[src/rtl/core/pojq_pkg.sv]
// ----------------------------------------------------------------------------
// Policy ordered job queue package
// Sizes, codes and the types that travel along the chain of queue cells.
// ----------------------------------------------------------------------------
`default_nettype none

package pojq_pkg;

    localparam int QUEUE_DEPTH = 16;
    localparam int IDX_W       = $clog2(QUEUE_DEPTH);
    localparam int CNT_W       = $clog2(QUEUE_DEPTH + 1);
    localparam int TAG_W       = 16;
    localparam int BURST_W     = 16;
    localparam int PRIO_W      = 4;
    localparam int KEY_W       = 16;
    localparam int WAIT_W      = 21;
    localparam int QCNT_W      = 5;
    localparam int QCNT_MAX    = 31;

    localparam logic [WAIT_W-1:0] WAIT_MAX = {WAIT_W{1'b1}};

    // Operation codes.
    localparam logic [1:0] OP_SUBMIT   = 2'd0;
    localparam logic [1:0] OP_DISPATCH = 2'd1;
    localparam logic [1:0] OP_COMPLETE = 2'd2;

    // Result status codes.
    localparam logic [1:0] STAT_DONE  = 2'd0;
    localparam logic [1:0] STAT_FULL  = 2'd1;
    localparam logic [1:0] STAT_EMPTY = 2'd2;

    // Order policies.
    localparam logic [1:0] POL_FCFS = 2'd0;
    localparam logic [1:0] POL_SJF  = 2'd1;
    localparam logic [1:0] POL_PRIO = 2'd2;

    typedef enum logic [1:0] {
        ST_IDLE,
        ST_SCAN,
        ST_APPLY
    } state_t;

    typedef struct packed {
        logic [TAG_W-1:0]   tag;
        logic [BURST_W-1:0] burst;
        logic [PRIO_W-1:0]  prio;
    } entry_t;

    // Candidate and running sum handed from one cell to the next.
    typedef struct packed {
        logic [WAIT_W-1:0] sum;
        logic              has;
        logic [KEY_W-1:0]  key;
        logic [IDX_W-1:0]  idx;
        entry_t            job;
    } link_t;

    // Controls broadcast to every cell.
    typedef struct packed {
        logic [CNT_W-1:0] count;
        logic [1:0]       policy;
        logic             wr_en;
        logic [IDX_W-1:0] wr_idx;
        entry_t           wr_data;
        logic             shift_en;
        logic [IDX_W-1:0] shift_idx;
    } cell_ctl_t;

endpackage

`default_nettype wire

[src/rtl/core/policy_ordered_job_queue.sv]
// ----------------------------------------------------------------------------
// Policy ordered job queue
// Pending job queue with first come, shortest burst or priority dispatch.
// ----------------------------------------------------------------------------
// Every item (submit, dispatch or complete) is taken in the idle state. The
// scan state then runs the row of queue cells, and the apply state registers
// the result beat. The block takes one item at a time: the next item can be
// accepted once the state is back in idle, while the result is shown on the
// output. A result that still waits on the output holds the apply step, and
// with it the next input. In the scan, the running wait sum and the best
// candidate move one cell per cycle from the oldest to the youngest job;
// then the apply step stores, shifts or clears.
// Ties in the order key go to the oldest job. Entries above the pending
// count are never read, so the queue needs no clearing after reset.
// ----------------------------------------------------------------------------
`default_nettype none

module policy_ordered_job_queue
    import pojq_pkg::*;
(
    input  wire logic                clk,
    input  wire logic                rst_n,

    input  wire logic                psel,
    input  wire logic                penable,
    input  wire logic                pwrite,
    input  wire logic [2:0]          paddr,
    input  wire logic [31:0]         pwdata,
    output logic      [31:0]         prdata,
    output logic                     pready,

    input  wire logic                in_valid,
    output logic                     in_stall,
    input  wire logic [1:0]          operation,
    input  wire logic [TAG_W-1:0]    job_tag,
    input  wire logic [BURST_W-1:0]  burst_time,
    input  wire logic [PRIO_W-1:0]   job_priority,

    output logic                     out_valid,
    input  wire logic                out_stall,
    output logic [1:0]               status,
    output logic [TAG_W-1:0]         out_tag,
    output logic [BURST_W-1:0]       out_burst,
    output logic [PRIO_W-1:0]        out_priority,
    output logic [WAIT_W-1:0]        expected_wait,
    output logic [QCNT_W-1:0]        queued_jobs
);

    state_t               state_reg;
    state_t               state_next;
    logic [IDX_W-1:0]     scan_cnt_reg;
    logic [IDX_W-1:0]     scan_cnt_next;
    logic [CNT_W-1:0]     count_reg;
    logic [CNT_W-1:0]     count_next;
    logic [BURST_W-1:0]   run_burst_reg;
    logic [BURST_W-1:0]   run_burst_next;
    logic [1:0]           policy_reg;
    logic                 out_valid_reg;
    logic                 out_valid_next;

    logic [1:0]           op_reg;
    entry_t               item_reg;

    logic [1:0]           status_reg;
    entry_t               res_job_reg;
    logic [WAIT_W-1:0]    wait_reg;
    logic [QCNT_W-1:0]    qcnt_reg;

    logic                 accept;
    logic                 commit;
    logic                 cfg_write;

    logic [1:0]           res_status;
    entry_t               res_job;
    logic [WAIT_W-1:0]    res_wait;
    logic [CNT_W-1:0]     res_count;
    logic [BURST_W-1:0]   res_run_burst;
    logic                 res_wr;
    logic                 res_shift;

    cell_ctl_t            ctl;
    link_t                links [0:QUEUE_DEPTH];
    entry_t               entries [0:QUEUE_DEPTH-1];
    link_t                fin;

    assign cfg_write = psel && penable && pwrite;
    assign pready    = 1'b1;
    assign prdata    = (paddr[2] == 1'b0) ? 32'(policy_reg) : 32'd0;

    // Next state.
    always_comb
    begin
        state_next    = state_reg;
        scan_cnt_next = scan_cnt_reg;
        case (state_reg)
            ST_IDLE:
            begin
                if (in_valid)
                begin
                    state_next    = ST_SCAN;
                    scan_cnt_next = '0;
                end
            end
            ST_SCAN:
            begin
                scan_cnt_next = scan_cnt_reg + 1'b1;
                if (scan_cnt_reg == IDX_W'(QUEUE_DEPTH - 1))
                begin
                    state_next = ST_APPLY;
                end
            end
            ST_APPLY:
            begin
                if (!out_valid_reg || !out_stall)
                begin
                    state_next = ST_IDLE;
                end
            end
            default:
            begin
                state_next = ST_IDLE;
            end
        endcase
    end

    // State outputs.
    always_comb
    begin
        in_stall = 1'b1;
        commit   = 1'b0;
        case (state_reg)
            ST_IDLE:  in_stall = 1'b0;
            ST_SCAN:  in_stall = 1'b1;
            ST_APPLY: commit   = !out_valid_reg || !out_stall;
            default:  in_stall = 1'b1;
        endcase
    end

    assign accept = in_valid && !in_stall;

    assign fin = links[QUEUE_DEPTH];

    // Result and state update once the chain has settled.
    always_comb
    begin
        res_status    = STAT_DONE;
        res_job       = '0;
        res_wait      = '0;
        res_count     = count_reg;
        res_run_burst = run_burst_reg;
        res_wr        = 1'b0;
        res_shift     = 1'b0;
        case (op_reg)
            OP_SUBMIT:
            begin
                if (32'(count_reg) >= QUEUE_DEPTH)
                begin
                    res_status = STAT_FULL;
                end
                else
                begin
                    res_wait  = fin.sum;
                    res_wr    = 1'b1;
                    res_count = count_reg + 1'b1;
                end
            end
            OP_DISPATCH:
            begin
                if (count_reg == '0)
                begin
                    res_status = STAT_EMPTY;
                end
                else
                begin
                    res_job       = fin.job;
                    res_shift     = 1'b1;
                    res_count     = count_reg - 1'b1;
                    res_run_burst = fin.job.burst;
                end
            end
            OP_COMPLETE:
            begin
                res_run_burst = '0;
            end
            default:
            begin
                res_status = STAT_DONE;
            end
        endcase
    end

    always_comb
    begin
        count_next     = count_reg;
        run_burst_next = run_burst_reg;
        out_valid_next = out_valid_reg && out_stall;
        if (commit)
        begin
            count_next     = res_count;
            run_burst_next = res_run_burst;
            out_valid_next = 1'b1;
        end
    end

    always_ff @(posedge clk or negedge rst_n)
    begin
        if (!rst_n)
        begin
            state_reg     <= ST_IDLE;
            scan_cnt_reg  <= '0;
            count_reg     <= '0;
            run_burst_reg <= '0;
            policy_reg    <= POL_FCFS;
            out_valid_reg <= 1'b0;
        end
        else
        begin
            state_reg     <= state_next;
            scan_cnt_reg  <= scan_cnt_next;
            count_reg     <= count_next;
            run_burst_reg <= run_burst_next;
            out_valid_reg <= out_valid_next;
            if (cfg_write && (paddr[2] == 1'b0))
            begin
                policy_reg <= pwdata[1:0];
            end
        end
    end

    always_ff @(posedge clk)
    begin
        if (accept)
        begin
            op_reg         <= operation;
            item_reg.tag   <= job_tag;
            item_reg.burst <= burst_time;
            item_reg.prio  <= job_priority;
        end
        if (commit)
        begin
            status_reg  <= res_status;
            res_job_reg <= res_job;
            wait_reg    <= res_wait;
            qcnt_reg    <= (32'(res_count) > QCNT_MAX) ? QCNT_W'(QCNT_MAX)
                                                       : QCNT_W'(res_count);
        end
    end

    // Head of the chain: the running burst starts the sum, no candidate yet.
    always_comb
    begin
        links[0]     = '0;
        links[0].sum = WAIT_W'(run_burst_reg);
    end

    always_comb
    begin
        ctl.count     = count_reg;
        ctl.policy    = policy_reg;
        ctl.wr_en     = commit && res_wr;
        ctl.wr_idx    = IDX_W'(count_reg);
        ctl.wr_data   = item_reg;
        ctl.shift_en  = commit && res_shift;
        ctl.shift_idx = fin.idx;
    end

    for (genvar g = 0; g < QUEUE_DEPTH; g++)
    begin : g_cell
        entry_t neighbor;

        if (g == QUEUE_DEPTH - 1)
        begin : g_last
            assign neighbor = entries[g];
        end
        else
        begin : g_mid
            assign neighbor = entries[g + 1];
        end

        pojq_cell u_cell (
            .clk        (clk),
            .cell_index (IDX_W'(g)),
            .ctl        (ctl),
            .link_in    (links[g]),
            .next_entry (neighbor),
            .link_out   (links[g + 1]),
            .entry      (entries[g])
        );
    end

    assign out_valid     = out_valid_reg;
    assign status        = status_reg;
    assign out_tag       = res_job_reg.tag;
    assign out_burst     = res_job_reg.burst;
    assign out_priority  = res_job_reg.prio;
    assign expected_wait = wait_reg;
    assign queued_jobs   = qcnt_reg;

endmodule

`default_nettype wire

[src/rtl/core/pojq_cell.sv]
// ----------------------------------------------------------------------------
// Queue cell
// Holds one pending job and one stage of the compare and sum chain.
// ----------------------------------------------------------------------------
`default_nettype none

module pojq_cell
    import pojq_pkg::*;
(
    input  wire logic             clk,
    input  wire logic [IDX_W-1:0] cell_index,
    input  wire cell_ctl_t        ctl,
    input  wire link_t            link_in,
    input  wire entry_t           next_entry,
    output link_t                 link_out,
    output entry_t                entry
);

    entry_t              entry_reg;
    entry_t              entry_next;
    link_t               link_reg;
    link_t               link_next;
    logic                active;
    logic                take;
    logic [KEY_W-1:0]    own_key;
    logic [WAIT_W:0]     sum_ext;

    assign active = CNT_W'(cell_index) < ctl.count;

    always_comb
    begin
        case (ctl.policy)
            POL_SJF:  own_key = KEY_W'(entry_reg.burst);
            POL_PRIO: own_key = KEY_W'(entry_reg.prio);
            default:  own_key = '0;
        endcase
    end

    // Strict less keeps the older job on a tie.
    assign take    = active && (!link_in.has || (own_key < link_in.key));
    assign sum_ext = {1'b0, link_in.sum} + (WAIT_W + 1)'(entry_reg.burst);

    always_comb
    begin
        link_next = link_in;
        if (active)
        begin
            link_next.sum = sum_ext[WAIT_W] ? WAIT_MAX : sum_ext[WAIT_W-1:0];
        end
        if (take)
        begin
            link_next.has = 1'b1;
            link_next.key = own_key;
            link_next.idx = cell_index;
            link_next.job = entry_reg;
        end
    end

    always_comb
    begin
        entry_next = entry_reg;
        if (ctl.wr_en && (ctl.wr_idx == cell_index))
        begin
            entry_next = ctl.wr_data;
        end
        else if (ctl.shift_en && (cell_index >= ctl.shift_idx))
        begin
            entry_next = next_entry;
        end
    end

    always_ff @(posedge clk)
    begin
        entry_reg <= entry_next;
        link_reg  <= link_next;
    end

    assign link_out = link_reg;
    assign entry    = entry_reg;

endmodule

`default_nettype wire

[config.mk]
export PLATFORM = sky130hd
export DESIGN_NAME = policy_ordered_job_queue
export DESIGN_NICKNAME = d
export VERILOG_FILES = /design/src/rtl/core/pojq_pkg.sv /design/src/rtl/core/policy_ordered_job_queue.sv /design/src/rtl/core/pojq_cell.sv
export SDC_FILE = /design/constraint.sdc
export NUM_CORES = 2
export LEC_CHECK = 0
export BUFFER_PORTS_ARGS = -buffer_cell sky130_fd_sc_hd__buf_2
export CORE_MARGIN = 1.5
export CORE_UTILIZATION = 30
export DETAILED_ROUTE_END_ITERATION = 10
export PLACE_DENSITY = 0.41
export SYNTH_ARGS = -nofsm -noshare
export SYNTH_HDL_FRONTEND = slang
export SYNTH_SLANG_ARGS = --single-unit
[constraint.sdc]
create_clock -name clk -period 9.1 [get_ports clk]
set_clock_uncertainty 0.1 [all_clocks]
set_input_delay 1.365 -clock clk [delete_from_list [all_inputs] [get_ports clk]]
set_output_delay 1.365 -clock clk [all_outputs]
set_load 0.1 [all_outputs]
Yosys cells after proc, flatten, opt, wreduce, memory -nomap -nowiden
Index checks and enable logic that the tools add are counted.
Widths: inputs -> output; s select.
{ "totals": {"input_bits": 80, "register_bits": 1939} }
{ "classes": {"magnitude_cmp": 47, "reduce_logical": 112, "n_eq_ne": 26, "add_sub_neg": 19, "mux": 116, "bitwise": 3} }
{ "ops": {"columns": ["cell", "count"], "rows": [
  ["$mux 36", 31],
  ["$mux 56", 14],
  ["$mux 21", 31],
  ["$pmux 16 s2", 17],
  ["$add 21x16->22", 15],
  ["$lt 16x16->1", 15],
  ["$mux 57", 1],
  ["$logic_and 1x1->1", 53],
  ["$lt 4x5->1 const A", 8],
  ["$eq 4x4->1 const B", 9],
  ["$reduce_bool 2->1", 17],
  ["$mux 16", 2],
  ["$ge 4x4->1 const A", 7],
  ["$lt 3x5->1 const A", 4],
  ["$add 16x16->17", 1],
  ["$logic_not 1->1", 17],
  ["$eq 4x3->1 const B", 4],
  ["$ge 3x4->1 const A", 4],
  ["$logic_or 1x1->1", 16],
  ["$lt 1x5->1 const A", 2],
  ["$lt 2x5->1 const A", 2],
  ["$mux 2", 5],
  ["$mux 5", 2],
  ["$pmux 5 s2", 1],
  ["23 further kinds", 45]
]} }

Longest topological paths before layout
{ "depth": {"depth_word": 7, "mapped_depth": 21, "depth_no_buf": 13} }

By module
Synthesis repeated with hierarchy kept, for this count alone.
{ "unflattened": {"cells_unflattened": 10714, "hier_area_um2": 111399.3} }
{ "by_module_without_submodules": {"columns": ["mod", "cells_per_inst", "instances", "area_each_um2"], "rows": [
  ["pojq_cell at g_cell[0].u_cell ...", 516, 9, 5967.0],
  ["pojq_cell at g_cell[4].u_cell ...", 858, 6, 7742.4],
  ["pojq_cell at g_cell[3].u_cell", 525, 1, 5821.8],
  ["policy_ordered_job_queue", 397, 1, 5420.2]
]} }

Worst setup path before layout
OpenSTA, ideal clock, no wires.
{ "synth_path": {"path_kind": "input-to-reg", "startpoint": "input out_stall", "endpoint": "register g_cell[0].u_cell.entry_reg, in the netlist g_cell[0].u_cell.entry[0] (enable)", "arrival_time_ps": 6900, "setup_slack_ps": 1571, "t_required_ps": 8471, "cell_stages": 6, "path_cell_list": "a21oi_1 > buf_2 > nand2_1 > or2_2 > clkbuf_1 > o41ai_1"} }
{ "synth_between": {"elab_chain_len": 6, "word_cells_on_any_way": 8, "classes_between": "mux (1); reduce/logical (7)"} }
{ "synth_rtl": {"columns": ["element", "line_no", "source"], "rows": [
  ["start: declaration", "policy_ordered_job_queue.sv:40", "input wire logic out_stall,"],
  ["$logic_not 1->1 (*)", "policy_ordered_job_queue.sv:134", "ST_APPLY: commit = !out_valid_reg || !out_stall;"],
  ["$logic_or 1x1->1 (*)", "policy_ordered_job_queue.sv:134", null],
  ["$mux 1 (*)", "policy_ordered_job_queue.sv:131", "case (state_reg)"],
  ["via commit", "policy_ordered_job_queue.sv:70", "logic commit;"],
  ["$logic_and 1x1->1, on equally long branches", "policy_ordered_job_queue.sv:263, policy_ordered_job_queue.sv:260", null],
  ["$logic_and 1x1->1, on equally long branches", "pojq_cell.sv:66, pojq_cell.sv:62", null],
  ["$reduce_bool 2->1 (no line) (*)", null, null],
  ["end signal: assignment", "pojq_cell.sv:74", "entry_reg <= entry_next;"],
  ["end: declaration", "pojq_cell.sv:19", "entry_t entry_reg;"]
]} }
The timed path passes the listed nets; every way through them passes the cells marked *.
A chain may end at the register's enable or synchronous reset.

==> flow_summary.yaml <==
cts:
  clk_latency_ns: 0.90
  clock-sinks: 1914
  numCtsBuffers: 226
  cts_max_level: 4
  clk_pin_slew_worst_paths_ns: 0.06
  cts_resized: 0
  cts_root_buf: "clkbuf_16"
  postCtsSetupBuffers: 0
  clock_path_buffers: 4
  cts_tree: "yes"
  postCtsHoldBufs: 0
global_routing:
  grt_pass1_wl_um: 405000
  antenna_found_initial: 19
  grtUsageTotal_pct: 18.6
  grt_pass1_vias: 56600
  grt_max_degree: 88
  grt-ovfl-total: 0
floorplan:
  ios: 179
  die_x_um: 544
  initial_core_util_pct: 30.1
  die_y_um: 544
  die-area_um2: 295000
  core_um2: 291000
  rows: 198
critical_path:
  path_common_cell: "buf_4"
  crit_type: "flop to flop"
  cpPeakStageDelay_ns: 0.71
  cp_top_family: "buffers and inverters"
  startpoint_type: "flop"
  endpoint_kind: "flop"
  cp_data_required_time_ns: 9.74
  crit_chain: "inv_1 -> ha_1 -> buf_4 -> nor2b_4 -> buf_4 -> nand2_1 -> o21ai_0 -> ha_1 -> a21o_1 -> a21o_1 -> a31oi_1 -> o21ai_0 -> a21oi_4 -> buf_4 -> mux2_2"
  path_buf_inv: 4
  worst_path_max_delay_cell: "buf_4"
  cp_data_arrival_time_ns: 6.22
  worstPathMaxFanout: 46
power_and_ir_drop:
  power_mw: 31.2
  vdd_drop_max_mv: 0.231
  p_leak_nw: 40.2
  powerDensity_nw_per_um2: 311
sta:
  final-hold-violation-count: 0
  period_needed_ns: 5.57
  rsz0062_at_grt: "no"
  worst_slew_pin_slew_ns: 1.22
  final.setup.tns_ns: 0
  slew_violations: 0
  relSlewSlack_pct: 18.3
  min_period_over_period_pct: 61.2
  setup_viol: 0
  clock.fmax_mhz: 179
  holdWs_ns: 0.305
drt:
  vias: 56200
  drt_first_pass_iters: 6
  avgViaCountPerCell: 4.88
  drt_wl_total_um: 280000
  drt.antenna.violating_nets: 0
  routedWlPerCell_um: 24.3
  drt_iter0_markers: 3886
  drcViolationCount: 0
finish:
  final_nets: 8015
  drive_gt1_share_pct: 25.2
  num-fill-cells: 28800
  syn_to_final_growth_pct: 14.3
  instances_no_fill: 11500
  seq_area_um2: 45300
  fin_area_um2: 100000
  largest_register_ffs: 1206
  multi_input_area_um2: 39900
synthesis:
  synthDistinctLibCells: 90
  syn_avg_cell_area_um2: 12.0
  yosysWarnings: 0
  ys_ff_latch: 1914
  syn_inst: 7279
  synth_flop_cell: "dfxtp_1"
  synth_enable_flop_cells: 678
  synth_seq_area_share_pct: 51.6
  netlist_area_um2: 87700
  async_flop_share_pct: 1.57
placement:
  place_inst: 11100
  dp_hpwl_um: 198000
  dpl_cell_area_um2: 92800
  io_buffers: 115
  routabilityCongestion: 0.831
worst_hold_path:
  hold_path_class: "flop to flop"
run:
  maxCapViolations: 0
status:
  status: "completed"
==> cells in the mapped netlist (85+ instances only) <==
library cell,instances,share of area (%)
nor2_1,315,1.3
dfxtp_1,1206,28
a21o_1,134,1.1
o22a_1,96,0.96
a22o_1,90,0.90
ha_1,489,7.0
mux2_2,1004,13
edfxtp_1,678,23
o21ai_0,212,1.2
nand2_1,294,1.3
nand2b_1,85,0.61
mux2_4,226,3.9
clkbuf_1,180,0.77
xnor2_1,116,1.2
inv_1,345,1.5
a21oi_1,319,1.8
and2_1,308,2.2
==> worst paths after layout <==
check / from / endpoint / slack, ns / depth (start not counted)
setup / recovery: policy_reg[0]$_DFFE_PN0P_ / g_cell[2].u_cell.link_out[30]$_DFF_P_ / 3.53 / 15
setup reg to reg: policy_reg[0]$_DFFE_PN0P_ / g_cell[2].u_cell.link_out[30]$_DFF_P_ / 3.53 / 15
min in group asynchronous: rst_n / state_reg[1]$_DFFE_PN0P_ / 0.45 / 1
hold / removal: g_cell[2].u_cell.link_out[36]$_SDFF_PP0_ / g_cell[3].u_cell.link_out[36]$_SDFF_PP1_ / 0.31 / 1
hold reg to reg: g_cell[2].u_cell.link_out[36]$_SDFF_PP0_ / g_cell[3].u_cell.link_out[36]$_SDFF_PP1_ / 0.31 / 1
max in group asynchronous: rst_n / run_burst_reg[6]$_DFFE_PN0P_ / 7.96 / 1
==> cell families (layout without fill, tap and decap cells) <==
logic type               count (synthesis)  after routing  synth area share, %
other                                    2             42              0.00857
adder cells (fa/ha/maj)                505            505                 7.34
buffers and inverters                  677            988                 3.42
AO/OA/AOI/OAI                         1327           1327                 10.4
XOR/XNOR                               198            198                 1.98
AND/OR/NAND/NOR                       1408           1408                 8.25
flip-flops                            1914           1914                 51.6
multiplexers                          1248           1248                 17.0
==> layout by cell type, fill, tap and decap left out, types with 22 or more instances in the layout <==
master	Yosys	final
dfxtp_1	1206	1206
mux2_2	1004	1004
edfxtp_1	678	678
ha_1	489	489
inv_1	345	344
a21oi_1	319	317
nor2_1	315	313
and2_1	308	307
nand2_1	294	280
clkbuf_16	0	231
mux2_4	226	226
o21ai_0	212	201
a21o_1	134	134
xnor2_1	116	116
buf_2	67	115
buf_4	34	109
o22a_1	96	96
a22o_1	90	90
nand2b_1	85	85
xor2_1	82	82
nand3_1	77	77
a31oi_1	70	69
and3_1	63	63
o21a_1	60	60
clkbuf_1	180	59
nor3_1	55	55
o211ai_1	53	53
nor2b_1	55	53
nand4_1	44	44
clkinv_2	0	43
clkbuf_8	0	40
a221o_1	39	39
a211oi_1	38	38
o31ai_1	35	32
conb_1	2	31
dfrtp_1	30	30
or3_1	26	26
o21bai_1	22	22
==> stage by stage <==
| step | utilization [%] | worst slack (ns) |
|---|---|---|
| 2_1_floorplan | - | 1.57 |
| 3_3_place_gp | 31.9 | 3.55 |
| 3_5_place_dp | 31.9 | 3.47 |
| 4_1_cts | 34.4 | 3.46 |
| 5_1_grt | 34.4 | 3.08 |
| 6_report | 34.4 | 3.53 |
==> cell type report <==
type / count / area share [%]
Inverter: 346 / 1.30
Clock buffer: 330 / 6.54
Sequential cell: 1914 / 45.2
Clock inverter: 87 / 0.843
Tap cell: 3900 / 4.87
Antenna cell: 11 / 0.0275
Timing Repair Buffer: 225 / 1.41
Multi-Input combinational cell: 4717 / 39.8
==> power by group <==
group          internal (mW)  switching [mW]  total [mW]
clock network           5.33            3.79        9.12
registers               11.1            1.45        12.6
logic                   4.41            5.11        9.52
total                   20.9            10.3        31.2
==> metal layers <==
metal / part of all wire [%] / vias to the layer above / track usage [%]
li1: - / 26800 / -
met3: 3.9 / 336 / 2.32
met1: 47 / 28000 / 25.5
met2: 47 / 1123 / 30.7
met4: 2.5 / 0 / 5.10
met5: 0 / - / 0
Note: power is estimated with default switching activity, not from simulation.
